<file path="config.mk">
export PLATFORM = sky130hd
export DESIGN_NAME = evp_regs
export DESIGN_NICKNAME = d
export VERILOG_FILES = /design/src/hdl/evp_pkg.sv /design/src/hdl/evp_regs.sv
export SDC_FILE = /design/constraint.sdc
export NUM_CORES = 1
export LEC_CHECK = 0
export CAP_MARGIN = 20
export CORE_MARGIN = 3
export CORE_UTILIZATION = 63
export DETAILED_ROUTE_END_ITERATION = 8
export DONT_BUFFER_PORTS = 1
export PLACE_DENSITY = 0.76
export SETUP_SLACK_MARGIN = 0.5
export SKIP_LAST_GASP = 1
export SLEW_MARGIN = 5
export SYNTH_ARGS = -nofsm -noshare
export SYNTH_HDL_FRONTEND = slang
export SYNTH_SLANG_ARGS = --single-unit
export TNS_END_PERCENT = 1
</file>
<file path="constraint.sdc">
create_clock -name clk -period 1.4 [get_ports clk]
set_input_delay 0.14 -clock clk [delete_from_list [all_inputs] [get_ports clk]]
set_output_delay 0.14 -clock clk [all_outputs]
set_load 0.01 [all_outputs]
</file>
<file path="src/hdl/evp_pkg.sv">
// Shared widths, types and helpers for the Euler rotate / project vertex unit.
// Used by every module in hdl/; depends on nothing.
package evp_pkg;

  localparam int COORD_WIDTH = 32;
  localparam int TRIG_WIDTH  = 18;
  localparam int TRIG_FRAC   = TRIG_WIDTH - 2;
  localparam int TRIG_ONE    = 1 << TRIG_FRAC;
  localparam int ID_WIDTH    = 32;
  localparam int ANGLE_WIDTH = 16;
  localparam int ZOOM_WIDTH  = 24;
  localparam int ZOOM_FRAC   = 16;
  localparam int ZOOM_RESET  = 1 << ZOOM_FRAC;

  // Rotation operands grow by under three bits through the three rotations
  localparam int ROT_W   = COORD_WIDTH + 4;
  localparam int PROD_W  = ROT_W + TRIG_WIDTH;
  localparam int SUM_W   = PROD_W + 1;
  localparam int ZPROD_W = ROT_W + ZOOM_WIDTH + 1;
  localparam int SAT_W   = ZPROD_W + 2;

  localparam int TDATA_W = ((ID_WIDTH + 3 * COORD_WIDTH + 7) / 8) * 8;

  localparam int NUM_REGS  = 6;
  localparam int CFG_DW    = (COORD_WIDTH > 32) ? 64 : 32;
  localparam int CFG_LSB   = (CFG_DW == 64) ? 3 : 2;
  localparam int REG_IDX_W = $clog2(NUM_REGS);
  localparam int CFG_AW    = REG_IDX_W + CFG_LSB;

  localparam int CORDIC_FRAC  = 30;
  localparam int CORDIC_STEPS = 20;
  localparam int CORDIC_K     = 652032874;
  localparam int CORDIC_W     = CORDIC_FRAC + 2;
  localparam int STEP_W       = $clog2(CORDIC_STEPS);

  typedef enum logic [REG_IDX_W-1:0] {
    REG_YAW   = 0,
    REG_PITCH = 1,
    REG_ROLL  = 2,
    REG_ZOOM  = 3,
    REG_OFFX  = 4,
    REG_OFFY  = 5
  } reg_idx_t;

  typedef enum logic [1:0] {
    AX_YAW   = 2'd0,
    AX_PITCH = 2'd1,
    AX_ROLL  = 2'd2
  } axis_t;

  typedef struct packed {
    logic signed [TRIG_WIDTH-1:0] c;
    logic signed [TRIG_WIDTH-1:0] s;
  } trig_pair_t;

  // angle registers plus a write strobe per axis
  typedef struct packed {
    logic [2:0]                  wr;
    logic [2:0][ANGLE_WIDTH-1:0] angle;
  } angle_cfg_t;

  // word moving between rotation stages
  typedef struct packed {
    logic [ID_WIDTH-1:0]     id;
    logic signed [ROT_W-1:0] a;
    logic signed [ROT_W-1:0] b;
    logic signed [ROT_W-1:0] side;
  } rot_word_t;

  // arctan(2^-i) in binary angle units, quarter turn = 2^CORDIC_FRAC
  function automatic logic [CORDIC_FRAC-1:0] atan_lut(logic [STEP_W-1:0] i);
    logic [CORDIC_FRAC-1:0] v;
    case (i)
      5'd0:    v = CORDIC_FRAC'(536870912);
      5'd1:    v = CORDIC_FRAC'(316933406);
      5'd2:    v = CORDIC_FRAC'(167458907);
      5'd3:    v = CORDIC_FRAC'(85004756);
      5'd4:    v = CORDIC_FRAC'(42667331);
      5'd5:    v = CORDIC_FRAC'(21354465);
      5'd6:    v = CORDIC_FRAC'(10679838);
      5'd7:    v = CORDIC_FRAC'(5340245);
      5'd8:    v = CORDIC_FRAC'(2670163);
      5'd9:    v = CORDIC_FRAC'(1335087);
      5'd10:   v = CORDIC_FRAC'(667544);
      5'd11:   v = CORDIC_FRAC'(333772);
      5'd12:   v = CORDIC_FRAC'(166886);
      5'd13:   v = CORDIC_FRAC'(83443);
      5'd14:   v = CORDIC_FRAC'(41722);
      5'd15:   v = CORDIC_FRAC'(20861);
      5'd16:   v = CORDIC_FRAC'(10430);
      5'd17:   v = CORDIC_FRAC'(5215);
      5'd18:   v = CORDIC_FRAC'(2608);
      5'd19:   v = CORDIC_FRAC'(1304);
      default: v = '0;
    endcase
    return v;
  endfunction

  // clamp a wide signed value into the coordinate range
  function automatic logic [COORD_WIDTH-1:0] sat_coord(logic signed [SAT_W-1:0] v);
    logic [SAT_W-COORD_WIDTH:0] hi;
    logic [COORD_WIDTH-1:0]     r;
    hi = v[SAT_W-1:COORD_WIDTH-1];
    if ((&hi) || !(|hi)) begin
      r = v[COORD_WIDTH-1:0];
    end else if (v[SAT_W-1]) begin
      r = {1'b1, {(COORD_WIDTH-1){1'b0}}};
    end else begin
      r = {1'b0, {(COORD_WIDTH-1){1'b1}}};
    end
    return r;
  endfunction

endpackage

</file>
<file path="src/hdl/evp_regs.sv">
// Configuration register file behind the APB-style port.
// Depends on evp_pkg; feeds angles to evp_trig, zoom and offsets to evp_project.
module evp_regs (
  input  logic                           clk,
  input  logic                           rst_n,
  input  logic                           cfg_psel,
  input  logic                           cfg_penable,
  input  logic                           cfg_pwrite,
  input  logic [evp_pkg::CFG_AW-1:0]     cfg_paddr,
  input  logic [evp_pkg::CFG_DW-1:0]     cfg_pwdata,
  output logic [evp_pkg::CFG_DW-1:0]     cfg_prdata,
  output logic                           cfg_pready,
  output evp_pkg::angle_cfg_t            ang_o,
  output logic [evp_pkg::ZOOM_WIDTH-1:0] zoom_o,
  output logic [evp_pkg::COORD_WIDTH-1:0] offx_o,
  output logic [evp_pkg::COORD_WIDTH-1:0] offy_o
);
  import evp_pkg::*;

  logic [2:0][ANGLE_WIDTH-1:0] angle_r;
  logic [ZOOM_WIDTH-1:0]       zoom_r;
  logic [COORD_WIDTH-1:0]      offx_r;
  logic [COORD_WIDTH-1:0]      offy_r;
  logic                        wr_en;
  reg_idx_t                    idx;

  assign cfg_pready = 1'b1;
  assign wr_en      = cfg_psel && cfg_penable && cfg_pwrite;
  assign idx        = reg_idx_t'(cfg_paddr[CFG_AW-1:CFG_LSB]);

  always_ff @(posedge clk) begin
    if (!rst_n) begin
      angle_r <= '0;
      zoom_r  <= ZOOM_WIDTH'(ZOOM_RESET);
      offx_r  <= '0;
      offy_r  <= '0;
    end else if (wr_en) begin
      case (idx)
        REG_YAW:   angle_r[AX_YAW]   <= cfg_pwdata[ANGLE_WIDTH-1:0];
        REG_PITCH: angle_r[AX_PITCH] <= cfg_pwdata[ANGLE_WIDTH-1:0];
        REG_ROLL:  angle_r[AX_ROLL]  <= cfg_pwdata[ANGLE_WIDTH-1:0];
        REG_ZOOM:  zoom_r <= cfg_pwdata[ZOOM_WIDTH-1:0];
        REG_OFFX:  offx_r <= cfg_pwdata[COORD_WIDTH-1:0];
        REG_OFFY:  offy_r <= cfg_pwdata[COORD_WIDTH-1:0];
        default: ;
      endcase
    end
  end

  always_comb begin
    ang_o.angle = angle_r;
    ang_o.wr    = '0;
    cfg_prdata  = '0;
    case (idx)
      REG_YAW: begin
        ang_o.wr[AX_YAW] = wr_en;
        cfg_prdata       = CFG_DW'(angle_r[AX_YAW]);
      end
      REG_PITCH: begin
        ang_o.wr[AX_PITCH] = wr_en;
        cfg_prdata         = CFG_DW'(angle_r[AX_PITCH]);
      end
      REG_ROLL: begin
        ang_o.wr[AX_ROLL] = wr_en;
        cfg_prdata        = CFG_DW'(angle_r[AX_ROLL]);
      end
      REG_ZOOM: cfg_prdata = CFG_DW'(zoom_r);
      REG_OFFX: cfg_prdata = CFG_DW'(offx_r);
      REG_OFFY: cfg_prdata = CFG_DW'(offy_r);
      default:  cfg_prdata = '0;
    endcase
  end

  assign zoom_o = zoom_r;
  assign offx_o = offx_r;
  assign offy_o = offy_r;

endmodule

</file>
# Word level (Yosys, flattened, before mapping)
# Index checks and enable logic that the tools add are counted.
dict set report word_totals {
  ff_bits 136
  word_cells 24
  out_inout_bits 172
  inputBits 42
}
dict set report classes {
  n_reduce_logical 9
  eq_ne 5
  mux 4
}
# cell n
set ops {}
lappend ops {{$pmux 32 s6} 1}
lappend ops {{$reduce_and 2->1} 6}
lappend ops {{$eq 3x2->1 const B} 2}
lappend ops {{$eq 3x3->1 const B} 2}
lappend ops {{$eq 3x1->1 const B} 1}
lappend ops {{$logic_not 3->1} 1}
lappend ops {{$mux 1} 3}
lappend ops {{$logic_and 1x1->1} 2}

# Depth between registers and ports, before layout
dict set report depth {
  ltp_word 3
  depth_mapped 6
}

# Worst setup path before layout
# No wires, ideal clock.
dict set report synth_timing {
  path_kind {input to output}
  startpoint {input cfg_paddr[2] (netlist bit)}
  endpoint {output cfg_prdata[0] (netlist bit)}
  slack_ns 0.027
  n_path_buf 3
  required_ns 1.260
  cell_stages 6
  arrival_ns 1.233
  path_cell_list {buf_2 buf_4 buf_2 mux2_2 nand2_1 o221ai_1}
}
dict set report synth_via {
  elab_chain_len 2
}
# element line_no
set synth_rtl {}
lappend synth_rtl {{start, declared} evp_regs.sv:9} ;# input logic [evp_pkg::CFG_AW-1:0] cfg_paddr,
lappend synth_rtl {{$eq 3x3->1, or another cell as far along} evp_regs.sv:54} ;# case (idx)
lappend synth_rtl {{$pmux 32 s6 *} evp_regs.sv:54}
lappend synth_rtl {{end, declared} evp_regs.sv:11} ;# output logic [evp_pkg::CFG_DW-1:0] cfg_prdata,
# Every way passes the cells marked *; elsewhere a longest branch is shown, timed or not.

# Worst setup path after layout
dict set report layout_timing {
  startpoint {register zoom_r[15], in the netlist zoom_o[15]}
  endpoint {output cfg_prdata[15] (netlist bit)}
}
dict set report layout_via {
  elab_chain_len 1
}
# element line_no
set layout_rtl {}
lappend layout_rtl {{start, declared} evp_regs.sv:21} ;# logic [ZOOM_WIDTH-1:0] zoom_r;
lappend layout_rtl {{start signal, assigned} evp_regs.sv:34} ;# zoom_r <= ZOOM_WIDTH'(ZOOM_RESET);
lappend layout_rtl {{start signal, assigned} evp_regs.sv:42} ;# REG_ZOOM: zoom_r <= cfg_pwdata[ZOOM_WIDTH-1:0];
lappend layout_rtl {{$pmux 32 s6} evp_regs.sv:54}
# Every way passes these cells.

==> flow_metrics.py <==
metrics = {
    "yosys": {
        "synthMuxAreaShare": 0.318,
        "async_flop_share": 0,
        "yosysWarnings": 0,
        "ys_seq_area_frac": 0.447,
        "synthFlopType": "dfxtp_1",
        "syn_inst": 623,
        "synthAdderAreaFrac": 0,
        "synth_compound_area_frac": 0.0511,
        "ys_ff_latch": 136,
        "synth_edf_count": 0,
        "synth-xor-area-share": 0,
        "synth.avg_cell_area_um2": 9.78,
        "netlist-cell-type-count": 32,
        "synthSimpleGateAreaFrac": 0.133,
        "synth_nets": 665,
        "synth_top_family_by_area": "multiplexers",
        "syn-cell-area_um2": 6090,
    },
    "route": {
        "routed_via_density": 6.00,
        "final_antenna_net_count": 0,
        "wl_um": 16300,
        "wl_per_cell_um": 20.6,
        "drcViolationCount": 0,
        "vias": 4761,
        "first_iter_violations": 223,
        "dr.pass1.iters": 5,
    },
    "hold_path": {
        "hp-class": "in2reg",
        "worstHoldPathCells": 2,
    },
    "placed_design": {
        "port_buffers": 0,
        "dp_hpwl_um": 10700,
        "place_area_um2": 6400,
        "place_ws_ps": 141,
        "gp_congestion": 0.850,
        "place_inst": 750,
    },
    "clock_network": {
        "cts_made_buffers": 17,
        "cts_root_buf": "clkbuf_8",
        "cts.clk_slew.worst_paths_ps": 60,
        "clk_latency_ps": 490,
        "clock-sinks": 136,
        "cts_tree": "yes",
        "clk_path_buf_depth": 2,
        "cts.htree.levels": 4,
    },
    "power_and_ir_drop": {
        "p_leak_nw": 2.84,
        "ir_drop_mv": 0.767,
        "power_mw": 8.81,
        "p_per_area_nw_per_um2": 1230,
    },
    "flow_run": {
        "cap_violations": 0,
    },
    "outcome": {
        "violations": "negative hold slack, negative setup slack",
        "outcome": "finished with violations",
    },
    "worst_setup_path": {
        "cp.arrival_ps": 1520,
        "crit_required_ps": 1260,
        "endpoint_kind": "output port",
        "worstSetupPathType": "reg2out",
        "critPathLaunchType": "flip-flop",
        "crit_path_max_fanout": 3,
        "reg2reg_depth": 2,
    },
    "global_routing": {
        "grt_pass1_vias": 4813,
        "grt_max_degree": 169,
        "antenna_found_initial": 0,
        "grt_overflow": 0,
        "grtUsageTotal": 0.292,
        "grt_pass1_wl_um": 25700,
    },
    "sta": {
        "finClkSkew_ps": 0,
        "fmax_ghz": 0.601,
        "fin_ws_ps": -264,
        "period_share": 1.19,
        "final.setup.tns_ps": -4020,
        "hold_viol": 134,
        "setup_viol": 26,
        "rsz0062_at_grt": "yes",
        "finalCriticalPeriod_ps": 1660,
        "slew_viol_final": 0,
        "whs_ps": -180,
    },
    "die": {
        "die_area_um2": 10900,
        "io_pins": 214,
        "core_um2": 9330,
        "die_h_um": 104,
        "num_rows": 35,
        "die_w_um": 104,
        "start_util": 0.653,
    },
    "final_layout": {
        "drive_gt1_frac": 0.174,
        "fin_cells": 794,
        "stdcell_area_um2": 7170,
        "final_nets": 695,
        "num_antenna_cells": 0,
        "syn_to_final_growth_pct": 17.7,
        "fin_util": 0.769,
    },
}
-- flip-flops by register name (all words and copies together), names as in the netlist --
name    cells
offy_o     32
zoom_o     24
offx_o     32
ang_o      48
-- cells in the final DEF (no fill, tap or decap), types with 8 or more instances in the layout --
cell / count
o221ai_1: 8
nor2_1: 9
dlygate4sd3_1: 13
dfxtp_1: 124
inv_1: 8
nand2_1: 176
dfxtp_2: 12
mux2_2: 19
o2bb2ai_1: 8
mux2i_1: 172
buf_4: 44
clkbuf_16: 16
-- logic make-up after synthesis --
logic type,Yosys count
and+or+nand+nor,200
DFF,136
buffers and inverters,58
other,1
muxes,191
AOI/OAI and AO/OA,37
-- cell usage after synthesis (all sizes together) (2+ instances only) --
master	number	share of area
or3	2	0.0021
clkbuf	25	0.015
nor2	12	0.0090
o221ai	8	0.012
nand2b	2	0.0021
dfxtp	136	0.45
o22ai	3	0.0031
a22oi	6	0.0074
nand2	176	0.11
mux2	19	0.035
nor2b	2	0.0021
o32ai	5	0.0072
and2	2	0.0021
a221o	5	0.0082
mux2i	172	0.28
inv	8	0.0049
buf	25	0.030
o2bb2ai	8	0.012
-- power breakdown --
group / leakage, nW / total, mW / internal, mW / switching (mW)
sequential: 1.10 / 3.94 / 3.90 / 0.0421
clock: 0.287 / 4.56 / 2.94 / 1.62
combinational: 1.45 / 0.312 / 0.143 / 0.168
total: 2.84 / 8.81 / 6.98 / 1.83
-- path summary, 6_finish.rpt --
path	startpoint	end	slack, ps
worst max-delay path	zoom_o[15]	cfg_prdata[15]	-260
worst min-delay path	rst_n	offx_o[29]	-180
worst max register to register	ang_o[13]	ang_o[13]	620
worst min register to register	ang_o[43]	ang_o[43]	500
-- what timing repair did --
action | CTS | global route
pin swaps | 1 | 1
setup endpoints to repair | 171 | 171
gates resized for setup | 5 | 9
hold endpoints to repair | 136 | 136
setup buffers | 0 | 0
-- per-layer routing --
metal	routed length, µm	GRT usage
met1	6250	0.328
met2	8340	0.508
met3	1620	0.126
met4	142	0.0703
met5	0	0
-- cell type report --
| cell class | count | area (µm²) |
|---|---|---|
| multi-input combinational | 429 | 3090 |
| timing repair buffer | 61 | 541 |
| fill | 669 | 2160 |
| sequential | 136 | 2740 |
| inverter | 8 | 30.0 |
| clock buffer | 20 | 435 |
| tap | 129 | 161 |
| clock inverter | 11 | 174 |
-- worst max-delay path, cell delays in order (launching register included) --
cell and delay [ps]:
dfxtp_2 350, mux2_2 280, a221o_1 400
No activity file was read; power rests on OpenSTA's default activity.
